[src/design/mcrc_pkg.sv]
`default_nettype none

package mcrc_pkg;

  // Fixed sizes of the sample path and the counters
  localparam int SAMPLE_BITS  = 12;
  localparam int COUNTER_BITS = 24;
  localparam int HP_BITS      = SAMPLE_BITS + 16;
  localparam int TH_BITS      = HP_BITS - 1;
  localparam int MULA_BITS    = HP_BITS + 1;
  localparam int MULB_BITS    = 17;
  localparam int PROD_BITS    = MULA_BITS + MULB_BITS + 1;
  localparam int ACC_BITS     = TH_BITS + 16;

  localparam int CFG_DATA_BITS  = 24;
  localparam int CFG_INDEX_BITS = 3;

  typedef logic [SAMPLE_BITS-1:0]          sample_t;
  typedef logic signed [HP_BITS-1:0]       hp_t;
  typedef logic [TH_BITS-1:0]              th_t;
  typedef logic [COUNTER_BITS-1:0]         cnt_t;
  typedef logic signed [MULA_BITS-1:0]     mula_t;
  typedef logic [MULB_BITS-1:0]            mulb_t;
  typedef logic signed [PROD_BITS-1:0]     prod_t;
  typedef logic [ACC_BITS-1:0]             acc_t;
  typedef logic [CFG_INDEX_BITS-1:0]       cfg_index_t;
  typedef logic [CFG_DATA_BITS-1:0]        cfg_data_t;

  // Threshold averaging weights (0.99 and 0.01 in Q0.16) and the 0.01 floor in Q.8
  localparam logic [15:0] K_KEEP   = 16'd64881;
  localparam logic [15:0] K_NEW    = 16'd655;
  localparam th_t         TH_FLOOR = th_t'(3);
  localparam th_t         TH_MAX   = {TH_BITS{1'b1}};

  // Register indexes
  localparam cfg_index_t REG_HP_ALPHA    = 3'd0;
  localparam cfg_index_t REG_HYSTERESIS  = 3'd1;
  localparam cfg_index_t REG_INIT_THRESH = 3'd2;
  localparam cfg_index_t REG_MIN_PERIOD  = 3'd3;
  localparam cfg_index_t REG_STALE_MAX   = 3'd4;

  // Register reset values
  localparam logic [15:0] HP_ALPHA_RST    = 16'd62259;
  localparam logic [15:0] HYSTERESIS_RST  = 16'd6554;
  localparam logic [19:0] INIT_THRESH_RST = 20'd256;
  localparam logic [15:0] MIN_PERIOD_RST  = 16'd0;
  localparam logic [23:0] STALE_MAX_RST   = 24'd1000;

  // Controller to datapath commands
  typedef struct packed {
    logic load_x;
    logic mul_hp;
    logic step_hp;
    logic step_new;
    logic step_th;
    logic mul_hys;
    logic commit;
  } cmd_t;

  // Datapath to controller status
  typedef struct packed {
    logic seeded;
    logic out_free;
  } status_t;

  // Counter increment that sticks at all ones
  function automatic cnt_t sat_inc(input cnt_t v);
    sat_inc = (v == {COUNTER_BITS{1'b1}}) ? v : cnt_t'(v + cnt_t'(1));
  endfunction

  // Threshold loaded on the first sample
  function automatic th_t start_threshold(input logic [19:0] init);
    th_t t;
    t = th_t'(init);
    start_threshold = (t < TH_FLOOR) ? TH_FLOOR : t;
  endfunction

endpackage

`default_nettype wire

[src/design/mcrc_ctrl.sv]
`default_nettype none

module mcrc_ctrl (
  input  wire logic            clk,
  input  wire logic            rst,
  input  wire logic            sample_valid,
  output logic                 sample_ready,
  input  wire mcrc_pkg::status_t status,
  output mcrc_pkg::cmd_t       cmd
);

  localparam logic [2:0] S_IDLE = 3'd0;
  localparam logic [2:0] S_MHP  = 3'd1;
  localparam logic [2:0] S_HP   = 3'd2;
  localparam logic [2:0] S_NEW  = 3'd3;
  localparam logic [2:0] S_TH   = 3'd4;
  localparam logic [2:0] S_HYS  = 3'd5;
  localparam logic [2:0] S_DEC  = 3'd6;

  logic [2:0] state;
  logic [2:0] state_next;

  assign sample_ready = (state == S_IDLE);

  // Sequence one word through the shared multiplier
  always_comb begin
    state_next = state;
    cmd        = '0;
    unique case (state)
      S_IDLE: begin
        if (sample_valid) begin
          cmd.load_x = 1'b1;
          state_next = status.seeded ? S_MHP : S_DEC;
        end
      end
      S_MHP: begin
        cmd.mul_hp = 1'b1;
        state_next = S_HP;
      end
      S_HP: begin
        cmd.step_hp = 1'b1;
        state_next  = S_NEW;
      end
      S_NEW: begin
        cmd.step_new = 1'b1;
        state_next   = S_TH;
      end
      S_TH: begin
        cmd.step_th = 1'b1;
        state_next  = S_HYS;
      end
      S_HYS: begin
        cmd.mul_hys = 1'b1;
        state_next  = S_DEC;
      end
      S_DEC: begin
        // hold until the output register can take the word
        if (status.out_free) begin
          cmd.commit = 1'b1;
          state_next = S_IDLE;
        end
      end
      default: state_next = S_IDLE;
    endcase
  end

  always_ff @(posedge clk) begin
    if (rst) begin
      state <= S_IDLE;
    end else begin
      state <= state_next;
    end
  end

endmodule

`default_nettype wire

[src/design/mcrc_dp.sv]
`default_nettype none

module mcrc_dp (
  input  wire logic                   clk,
  input  wire logic                   rst,
  input  wire mcrc_pkg::cmd_t         cmd,
  output mcrc_pkg::status_t           status,
  input  wire mcrc_pkg::sample_t      sample,
  input  wire logic [15:0]            hp_alpha,
  input  wire logic [15:0]            hysteresis_fraction,
  input  wire logic [19:0]            initial_threshold,
  input  wire logic [15:0]            min_gap,
  input  wire logic [23:0]            stale_max,
  output logic                        result_valid,
  input  wire logic                   result_ready,
  output logic                        edge_res,
  output logic [31:0]                 ripple_count,
  output logic [23:0]                 last_period,
  output logic                        no_speed
);

  localparam mcrc_pkg::prod_t HpMaxP =
    mcrc_pkg::prod_t'({1'b0, {(mcrc_pkg::HP_BITS-1){1'b1}}});
  localparam mcrc_pkg::prod_t HpMinP = -HpMaxP - mcrc_pkg::prod_t'(1);
  localparam mcrc_pkg::prod_t RoundP = mcrc_pkg::prod_t'(32768);

  // Filter and counter state
  logic               seeded;
  mcrc_pkg::sample_t  x;
  mcrc_pkg::sample_t  previous_sample;
  mcrc_pkg::hp_t      highpass_value;
  mcrc_pkg::th_t      threshold;
  logic               above_band;
  mcrc_pkg::cnt_t     samples_since_edge;
  mcrc_pkg::cnt_t     edge_gap;
  mcrc_pkg::cnt_t     stale_count;
  logic [31:0]        edge_count;

  // Work registers
  mcrc_pkg::prod_t    prod;
  mcrc_pkg::acc_t     acc;
  mcrc_pkg::hp_t      hp_new;
  mcrc_pkg::th_t      th_new;

  logic signed [mcrc_pkg::SAMPLE_BITS:0] diff;
  mcrc_pkg::mula_t    hp_sum;
  mcrc_pkg::mula_t    mul_a;
  mcrc_pkg::mulb_t    mul_b;
  mcrc_pkg::prod_t    rounded;
  mcrc_pkg::hp_t      hp_sat;
  logic [mcrc_pkg::HP_BITS-1:0] mag;
  logic [mcrc_pkg::ACC_BITS:0]  th_sum;
  logic [mcrc_pkg::TH_BITS:0]   th_shift;
  mcrc_pkg::th_t      th_clamp;
  mcrc_pkg::prod_t    hp_scaled;
  logic               release_hit;
  logic               rise_hit;
  logic               edge_hit;
  mcrc_pkg::cnt_t     since_base;
  mcrc_pkg::cnt_t     stale_base;
  mcrc_pkg::cnt_t     since_next;
  mcrc_pkg::cnt_t     stale_next;
  mcrc_pkg::cnt_t     period_next;
  logic [31:0]        count_next;

  assign status.seeded   = seeded;
  assign status.out_free = !result_valid || result_ready;

  // Filter input: previous output plus the scaled sample step
  assign diff   = $signed({1'b0, x}) - $signed({1'b0, previous_sample});
  assign hp_sum = mcrc_pkg::mula_t'(highpass_value) + mcrc_pkg::mula_t'($signed({diff, 8'b0}));

  // Absolute value of the new filter output
  assign mag = hp_new[mcrc_pkg::HP_BITS-1] ? mcrc_pkg::HP_BITS'(-hp_new)
                                          : mcrc_pkg::HP_BITS'(hp_new);

  // Select the operands of the shared multiplier
  always_comb begin
    mul_a = hp_sum;
    mul_b = {1'b0, hp_alpha};
    priority if (cmd.step_hp) begin
      mul_a = $signed({2'b0, threshold});
      mul_b = {1'b0, mcrc_pkg::K_KEEP};
    end else if (cmd.step_new) begin
      mul_a = $signed({1'b0, mag});
      mul_b = {1'b0, mcrc_pkg::K_NEW};
    end else if (cmd.mul_hys) begin
      mul_a = $signed({2'b0, th_new});
      mul_b = mcrc_pkg::mulb_t'(17'd65536 - {1'b0, hysteresis_fraction});
    end
  end

  // Round to nearest (ties up) and saturate the filter product
  assign rounded = (prod + RoundP) >>> 16;
  assign hp_sat  = (rounded > HpMaxP) ? mcrc_pkg::hp_t'(HpMaxP) :
                   (rounded < HpMinP) ? mcrc_pkg::hp_t'(HpMinP) :
                   mcrc_pkg::hp_t'(rounded);

  // Truncate, floor and saturate the averaged threshold
  assign th_sum   = {1'b0, acc} + {1'b0, prod[mcrc_pkg::ACC_BITS-1:0]};
  assign th_shift = th_sum[mcrc_pkg::ACC_BITS:16];
  assign th_clamp = (th_shift > {1'b0, mcrc_pkg::TH_MAX})   ? mcrc_pkg::TH_MAX   :
                    (th_shift < {1'b0, mcrc_pkg::TH_FLOOR}) ? mcrc_pkg::TH_FLOOR :
                    th_shift[mcrc_pkg::TH_BITS-1:0];

  // Schmitt trigger decisions
  assign hp_scaled   = mcrc_pkg::prod_t'($signed({hp_new, 16'b0}));
  assign release_hit = hp_scaled < prod;
  assign rise_hit    = (mcrc_pkg::mula_t'(hp_new) > $signed({2'b0, th_new})) &&
                       (samples_since_edge >= mcrc_pkg::cnt_t'(min_gap));
  assign edge_hit    = seeded && !above_band && rise_hit;

  // Counter updates for the committed word
  assign since_base  = edge_hit ? '0 : samples_since_edge;
  assign stale_base  = edge_hit ? '0 : stale_count;
  assign since_next  = mcrc_pkg::sat_inc(since_base);
  assign stale_next  = mcrc_pkg::sat_inc(stale_base);
  assign period_next = edge_hit ? samples_since_edge : edge_gap;
  assign count_next  = edge_count + {31'b0, edge_hit};

  // Shared multiplier with registered product
  always_ff @(posedge clk) begin
    if (cmd.mul_hp || cmd.step_hp || cmd.step_new || cmd.mul_hys) begin
      prod <= mul_a * $signed({1'b0, mul_b});
    end
    if (cmd.load_x) begin
      x <= sample;
    end
    if (cmd.step_hp) begin
      hp_new <= hp_sat;
    end
    if (cmd.step_new) begin
      acc <= prod[mcrc_pkg::ACC_BITS-1:0];
    end
    if (cmd.step_th) begin
      th_new <= th_clamp;
    end
  end

  // Commit filter state and counters
  always_ff @(posedge clk) begin
    if (rst) begin
      seeded             <= 1'b0;
      previous_sample    <= '0;
      highpass_value     <= '0;
      threshold          <= mcrc_pkg::start_threshold(mcrc_pkg::INIT_THRESH_RST);
      above_band         <= 1'b0;
      samples_since_edge <= '0;
      edge_gap           <= '0;
      stale_count        <= '0;
      edge_count         <= '0;
    end else if (cmd.commit) begin
      seeded             <= 1'b1;
      previous_sample    <= x;
      samples_since_edge <= since_next;
      stale_count        <= stale_next;
      edge_gap           <= period_next;
      edge_count         <= count_next;
      if (!seeded) begin
        highpass_value <= '0;
        threshold      <= mcrc_pkg::start_threshold(initial_threshold);
      end else begin
        highpass_value <= hp_new;
        threshold      <= th_new;
        if (above_band) begin
          if (release_hit) begin
            above_band <= 1'b0;
          end
        end else if (rise_hit) begin
          above_band <= 1'b1;
        end
      end
    end
  end

  // Output register: take a new word while the previous one drains
  always_ff @(posedge clk) begin
    if (rst) begin
      result_valid <= 1'b0;
    end else if (cmd.commit) begin
      result_valid <= 1'b1;
    end else if (result_ready) begin
      result_valid <= 1'b0;
    end
  end

  always_ff @(posedge clk) begin
    if (cmd.commit) begin
      edge_res     <= edge_hit;
      ripple_count <= count_next;
      last_period  <= period_next[23:0];
      no_speed     <= (period_next == '0) || (stale_next > mcrc_pkg::cnt_t'(stale_max));
    end
  end

endmodule

`default_nettype wire

[src/design/motor_current_ripple_counter.sv]
// The first word after reset only seeds the filter: it goes from accept
// straight to commit. No new sample is accepted until a word commits; each
// other word makes four passes through the single shared multiplier and one
// threshold step before its commit, which waits for a free output register.
// Reset (synchronous, active high) restores the register defaults, clears the
// counters and arms the next sample as the seeding word.
`default_nettype none

module motor_current_ripple_counter (
  input  wire logic        clk,
  input  wire logic        rst,
  input  wire logic        sample_valid,
  output logic             sample_ready,
  input  wire logic [11:0] sample,
  output logic             result_valid,
  input  wire logic        result_ready,
  output logic             edge_res,
  output logic [31:0]      ripple_count,
  output logic [23:0]      last_period,
  output logic             no_speed,
  input  wire logic        cfg_we,
  input  wire logic [2:0]  cfg_index,
  input  wire logic [23:0] cfg_data
);

  logic [15:0] hp_alpha;
  logic [15:0] hysteresis_fraction;
  logic [19:0] initial_threshold;
  logic [15:0] min_gap;
  logic [23:0] stale_max;

  mcrc_pkg::cmd_t    cmd;
  mcrc_pkg::status_t status;

  // Configuration registers; unknown indexes drop the write
  always_ff @(posedge clk) begin
    if (rst) begin
      hp_alpha            <= mcrc_pkg::HP_ALPHA_RST;
      hysteresis_fraction <= mcrc_pkg::HYSTERESIS_RST;
      initial_threshold   <= mcrc_pkg::INIT_THRESH_RST;
      min_gap             <= mcrc_pkg::MIN_PERIOD_RST;
      stale_max           <= mcrc_pkg::STALE_MAX_RST;
    end else if (cfg_we) begin
      unique case (cfg_index)
        mcrc_pkg::REG_HP_ALPHA:    hp_alpha            <= cfg_data[15:0];
        mcrc_pkg::REG_HYSTERESIS:  hysteresis_fraction <= cfg_data[15:0];
        mcrc_pkg::REG_INIT_THRESH: initial_threshold   <= cfg_data[19:0];
        mcrc_pkg::REG_MIN_PERIOD:  min_gap             <= cfg_data[15:0];
        mcrc_pkg::REG_STALE_MAX:   stale_max           <= cfg_data;
        default: ;
      endcase
    end
  end

  mcrc_ctrl u_ctrl (
    .clk          (clk),
    .rst          (rst),
    .sample_valid (sample_valid),
    .sample_ready (sample_ready),
    .status       (status),
    .cmd          (cmd)
  );

  mcrc_dp u_dp (
    .clk                 (clk),
    .rst                 (rst),
    .cmd                 (cmd),
    .status              (status),
    .sample              (sample),
    .hp_alpha            (hp_alpha),
    .hysteresis_fraction (hysteresis_fraction),
    .initial_threshold   (initial_threshold),
    .min_gap             (min_gap),
    .stale_max           (stale_max),
    .result_valid        (result_valid),
    .result_ready        (result_ready),
    .edge_res            (edge_res),
    .ripple_count        (ripple_count),
    .last_period         (last_period),
    .no_speed            (no_speed)
  );

  // One word in flight: no accept right after an accept
  a_single_word: assert property (@(posedge clk) disable iff (rst)
    (sample_valid && sample_ready) |=> !sample_ready)
    else $error("sample accepted while a word is in flight");

  // Commit only into a free output register
  a_commit_free: assert property (@(posedge clk) disable iff (rst)
    cmd.commit |-> status.out_free)
    else $error("commit while output register is full");

  // A committed word shows up at the output
  a_commit_shows: assert property (@(posedge clk) disable iff (rst)
    cmd.commit |=> result_valid)
    else $error("committed word not presented");

  // A counted edge always follows at least one earlier sample
  a_edge_period: assert property (@(posedge clk) disable iff (rst)
    (result_valid && edge_res) |-> (last_period != 24'd0))
    else $error("edge reported with zero period");

endmodule

`default_nettype wire
[config.mk]
export PLATFORM = sky130hd
export DESIGN_NAME = motor_current_ripple_counter
export DESIGN_NICKNAME = d
export VERILOG_FILES = /design/src/design/mcrc_pkg.sv /design/src/design/mcrc_ctrl.sv /design/src/design/mcrc_dp.sv /design/src/design/motor_current_ripple_counter.sv
export SDC_FILE = /design/constraint.sdc
export NUM_CORES = 2
export LEC_CHECK = 0
export ABC_AREA = 1
export BUFFER_PORTS_ARGS = -buffer_cell sky130_fd_sc_hd__buf_2
export CAP_MARGIN = 20
export CELL_PAD_IN_SITES_DETAIL_PLACEMENT = 1
export CELL_PAD_IN_SITES_GLOBAL_PLACEMENT = 1
export CORE_AREA = 2 2 331 333
export DETAILED_ROUTE_END_ITERATION = 8
export DIE_AREA = 0 0 333 335
export PLACE_DENSITY = 0.75
export SYNTH_ARGS = -nofsm -noshare
export SYNTH_HDL_FRONTEND = slang
export SYNTH_SLANG_ARGS = --single-unit
[constraint.sdc]
create_clock -name clk -period 12.1 [get_ports clk]
set_input_delay 0.605 -clock clk [delete_from_list [all_inputs] [get_ports clk]]
set_output_delay 0.605 -clock clk [all_outputs]
set_load 0.05 [all_outputs]
Word-level counts from Yosys, hierarchy flattened
Index checks and enable logic that the tools add are counted.
{"block": "word_totals", "word_cells": 116, "output_inout_bits": 60, "register_bits": 484}
{"block": "classes", "multipliers": 1, "eq_ne": 14, "mux": 35, "n_reduce_logical": 22, "order_cmp": 9, "add_sub_neg": 9}
{"cell": "$mux W24", "count": 5}
{"cell": "$mux W29", "count": 3}
{"cell": "$mux W28", "count": 3}
{"cell": "$mux W27", "count": 2}
{"cell": "$mux W17", "count": 3}
{"cell": "$add A24 B1 Y24 const B", "count": 2}
{"cell": "$eq A24 B24 Y1 const B", "count": 2}
{"cell": "$add A47 B17 Y47 const B", "count": 1}
{"cell": "$lt A44 B47 Y1", "count": 1}
{"cell": "$mul A29 B18 Y47", "count": 1}
{"cell": "$add A43 B43 Y44", "count": 1}
{"cell": "$add A32 B1 Y32", "count": 1}
{"cell": "$gt A31 B28 Y1 const B", "count": 1}
{"cell": "$lt A31 B28 Y1 const B", "count": 1}
{"cell": "$add A28 B21 Y29", "count": 1}
{"cell": "$gt A28 B27 Y1 const B", "count": 1}
{"cell": "$gt A28 B28 Y1", "count": 1}
{"cell": "$lt A28 B2 Y1 const B", "count": 1}
{"cell": "$neg A28 Y28", "count": 1}
{"cell": "$ge A24 B16 Y1", "count": 1}
{"cell": "$gt A24 B24 Y1", "count": 1}
{"cell": "$logic_not A24 Y1", "count": 1}
{"cell": "$pmux W3 S7", "count": 1}
{"cell": "$lt A20 B2 Y1 const B", "count": 1}
{"cell": "16 further kinds", "count": 53}

Depth between registers and ports, before layout
{"block": "logic_depth", "ltp_word": 8, "ltp_mapped": 49, "ltp_nobuf": 48}

Hierarchy
A second synthesis with hierarchy kept.
{"block": "unflattened", "cells_unflattened": 6170, "hier_area_um2": 46896.2}
{"module": "mcrc_dp", "cells_per_inst": 5619, "area_per_inst_um2": 43042.5, "instances": 1, "seq_area_each_um2": 9939.5}
{"module": "motor_current_ripple_counter", "cells_per_inst": 510, "area_per_inst_um2": 3612.2, "instances": 1, "seq_area_each_um2": 1841.8}
{"module": "mcrc_ctrl", "cells_per_inst": 41, "area_per_inst_um2": 241.5, "instances": 1, "seq_area_each_um2": 60.1}

Worst setup path before layout
Ideal clock, no wire load.
{"block": "synth_timing", "kind": "register to register", "start": "register u_dp.x[0]", "end": "register u_dp.prod[46] (data pin)", "t_arrival_ps": 8891, "path_stages_with_launch": 43, "setup_ps": 265, "slack_ps": 2944, "cell_sequence": "edfxtp_1 inv_1 ha_1 fa_1 o21ai_0 a21oi_1 o21bai_1 a21oi_1 o21bai_1 a21o_1 a21oi_1 o21ai_0 a21oi_1 ha_1 nand2_1 nor2_1 inv_1 nor3_1 (+7 left out) nor2_1 fa_1 fa_1 buf_1 inv_1 fa_1 fa_1 fa_1 fa_1 inv_1 ha_1 nand2_1 nor2_1 nor2_1 nor4_1 a2111oi_0 o21ai_0 xor2_1"}
{"block": "synth_between", "elab_chain_len": 6}
{"element": "start, declared", "line_no": "mcrc_dp.sv:29", "source": "mcrc_pkg::sample_t x;"}
{"element": "start signal, assigned", "line_no": "mcrc_dp.sv:127", "source": "x <= sample;"}
{"element": "$sub A12 B12 Y13", "line_no": "mcrc_dp.sv:70", "source": "assign diff = $signed({1'b0, x}) - $signed({1'b0, previous_sample});"}
{"element": "$add A28 B21 Y29", "line_no": "mcrc_dp.sv:71", "source": "assign hp_sum = mcrc_pkg::mula_t'(highpass_value) + mcrc_pkg::mula_t'($signed({diff, 8'b0}));"}
{"element": "$mux W29", "line_no": "mcrc_dp.sv:87", "source": "end else if (cmd.mul_hys) begin"}
{"element": "$mux W29", "line_no": "mcrc_dp.sv:84", "source": "end else if (cmd.step_new) begin"}
{"element": "$mux W29", "line_no": "mcrc_dp.sv:81", "source": "priority if (cmd.step_hp) begin"}
{"element": "$mul A29 B18 Y47", "line_no": "mcrc_dp.sv:124", "source": "prod <= mul_a * $signed({1'b0, mul_b});"}
{"element": "end signal, assigned", "line_no": "mcrc_dp.sv:124"}
{"element": "end, declared", "line_no": "mcrc_dp.sv:40", "source": "mcrc_pkg::prod_t prod;"}
No other way between the ends.
A chain may end at the register's enable or synchronous reset.

Worst setup path after layout
{"block": "layout_timing", "start": "register u_dp.x[3]", "end": "register u_dp.prod[46] (data pin)"}
The elaborated chain is that of the path after synthesis.

==> results.ini <==
[drt]
wl_per_cell_um=21.5
drtIter0Drc=2564
vias_per_cell=5.44
drtPass1Iterations=5
drtAntennaViolNets=0
drt_wl_total_um=159000
vias=40200
remaining_drc_errors=0

[global_routing]
met1_usage_pct=35.5
grt_pass1_wl_um=249000
grt_pass1_vias=43200
grt_use_met2_pct=50.2
grt_use_met3_pct=3.04
grt_busiest_layer=met2
track_usage_pct=28.6
grt_max_degree=109
antenna_found_initial=1
grt-ovfl-total=0

[place]
hpwl_um=126000
dp.cells=7296
io_buffers=103
gp_congestion=0.962
pre_cts_ws_ns=1.18

[cts]
clockBufferDepth=3
cts_tree=done
cts_hold_buf=0
cts.sinks=484
root_buffer=clkbuf_16
cts-resized-gates=0
htreeDepth=2
cts_setup_buffers=0
clk_latency_ns=0.63
clk_pin_slew_ns=0.06
numCtsBuffers=54

[setup_path]
required_ns=12.46
critPathLaunchType=flop
critPathCaptureType=flop
r2r_end=u_dp.prod[46]
ff2ff_path_depth=38
rrSetupSlack_ns=1.20
r2r-start=u_dp.x[3]
cp_max_fo=16
critPathSlowestCell=fa_1
critical_path_class=flop to flop
path_delay_family=adder cells
path_buf_inv=2
crit_path_max_incr_delay_ns=1.00
arrival_ns=11.26

[logic_synthesis]
synth-main-ff-cell=dfxtp_1
ys_warn_count=0
async_reset_ff_share_pct=0
yosys.cell_types.count=71
synth-edff-count=215
syn-instance-count=5912
synth_seq_area_share_pct=25.6
synth-seq-cells=484
syn_avg_cell_area_um2=7.81
synth_area_um2=46200

[sta]
setup_ws_ns=1.20
finalHoldViolCount=0
rsz0062_at_grt=false
tns_ns=0
maxSlewHeadroom_pct=21.8
worst_pin_slew_ns=1.17
setup_viol=0
fin_worst_skew_ns=0.0206
max_freq_ghz=0.0917
slew_violations=0
fin_crit_sh_pct=90.1
fin_crit_ns=10.90

[min_path]
min-delay-start=sample[9]
hold_end=u_dp.x[9]
hold_class=input port to flop
holdPathStages=1

[outcome]
status=completed

[final_layout]
layout_common_cells=1156 x inv_1, 1092 x nand2_1, 622 x nor2_1, 472 x fa_1, 441 x a21oi_1
nets=6750
mostFrequentLayoutCell=inv_1
drive_gt1_share_pct=6.33
fin_cells=7400
fillers=13400
area_delta_synth_final_pct=8.47

[floorplan]
initial_utilization_pct=42.7
die_area_um2=112000
coreArea_um2=108000
ios=104
num_rows=121
die_height_um=335
die_w_um=333

[run]
cap_viol_max_count=0

-- worst max-delay path by stage --
stage	from	endpoint	slack, ns	depth (start not counted)
5_1_grt	u_dp.x[3]	u_dp.prod[44]	0.20	39
3_3_place_gp	u_dp.x[2]	u_dp.prod[46]	1.54	40
6_report	u_dp.x[3]	u_dp.prod[46]	1.20	38
3_5_place_dp	u_dp.x[3]	u_dp.prod[44]	1.18	39
4_1_cts	u_dp.x[3]	u_dp.prod[44]	1.15	39
2_1_floorplan	u_dp.x[0]	u_dp.prod[46]	2.94	42
-- cells by family (layout without fill, tap and decap cells) --
logic type	count (synthesis)	after routing	synth area share [%]
AOI/OAI and AO/OA	968	968	11.6
xor gates and xnor gates	176	176	3.37
adders and majority gates	767	767	28.5
buffers and inverters	1369	1440	11.5
DFF	484	484	25.6
other	2	5	0.0163
and+or+nand+nor	2146	2146	19.4
-- registers in the layout, summed over array words and instances (netlist names), 27 cells and up --
signal,cells
u_dp.th_new,27
u_dp.prod,47
u_dp.threshold,27
u_dp.highpass_value,28
u_dp.ripple_count,32
u_dp.acc,43
u_dp.edge_count,32
u_dp.hp_new,28
-- stage by stage --
step	util (%)	hold WS, ns	area [um2]
after detailed placement	44.5	0.443	48100
final	46.3	0.161	50100
after floorplan	-	0.424	46200
after global routing	46.3	0.137	50100
after CTS	46.3	0.123	50100
after global placement	44.5	0.435	48100
-- worst reg2reg max path, delay by kind of cell, from the launching register on --
family / cells / cell delay (ns)
AND/OR/NAND/NOR: 11 / 1.94
adder cells (fa/ha/maj): 9 / 4.90
flip-flops: 1 / 0.39
XOR/XNOR: 1 / 0.17
buffers and inverters: 2 / 0.23
AO/OA/AOI/OAI: 15 / 3.00
-- cell usage after synthesis (18+ instances only) --
library cell,number,area (um2)
inv_1,1157,4340
buf_2,33,165
nand2_1,1094,4110
o211ai_1,32,240
nor2_1,626,2350
o21ai_0,307,1540
a21o_1,18,135
a31oi_1,37,231
edfxtp_1,215,6460
nor2_2,23,144
dfxtp_1,269,5390
ha_1,295,3690
nand3_1,206,1030
a21oi_1,441,2210
nand4_1,44,275
nor4_1,26,163
xnor2_1,47,412
clkbuf_1,133,499
nor3_1,54,270
xor2_1,127,1110
fa_1,472,9450
o21ai_1,30,150
o21ai_2,20,175
-- final cells by class --
class | count | area, um2 | area share [%]
timing repair buffer | 162 | 978 | 1.95
clock inverter | 28 | 402 | 0.802
multi-input combinational | 4060 | 29100 | 58.1
clock buffer | 73 | 1570 | 3.13
inverter | 1177 | 4430 | 8.84
tap | 1414 | 1770 | 3.53
sequential | 484 | 11800 | 23.6
antenna | 2 | 5.00 | 0.00999
-- routing by layer --
metal	routed length (um)	vias to the layer above
met4	7630	0
li1	-	18600
met2	78100	997
met1	66400	20200
met3	6920	356
met5	0	-
Power is not shown: default switching activity piles up to over one toggle a cycle in this logic, so the estimate is an artifact.
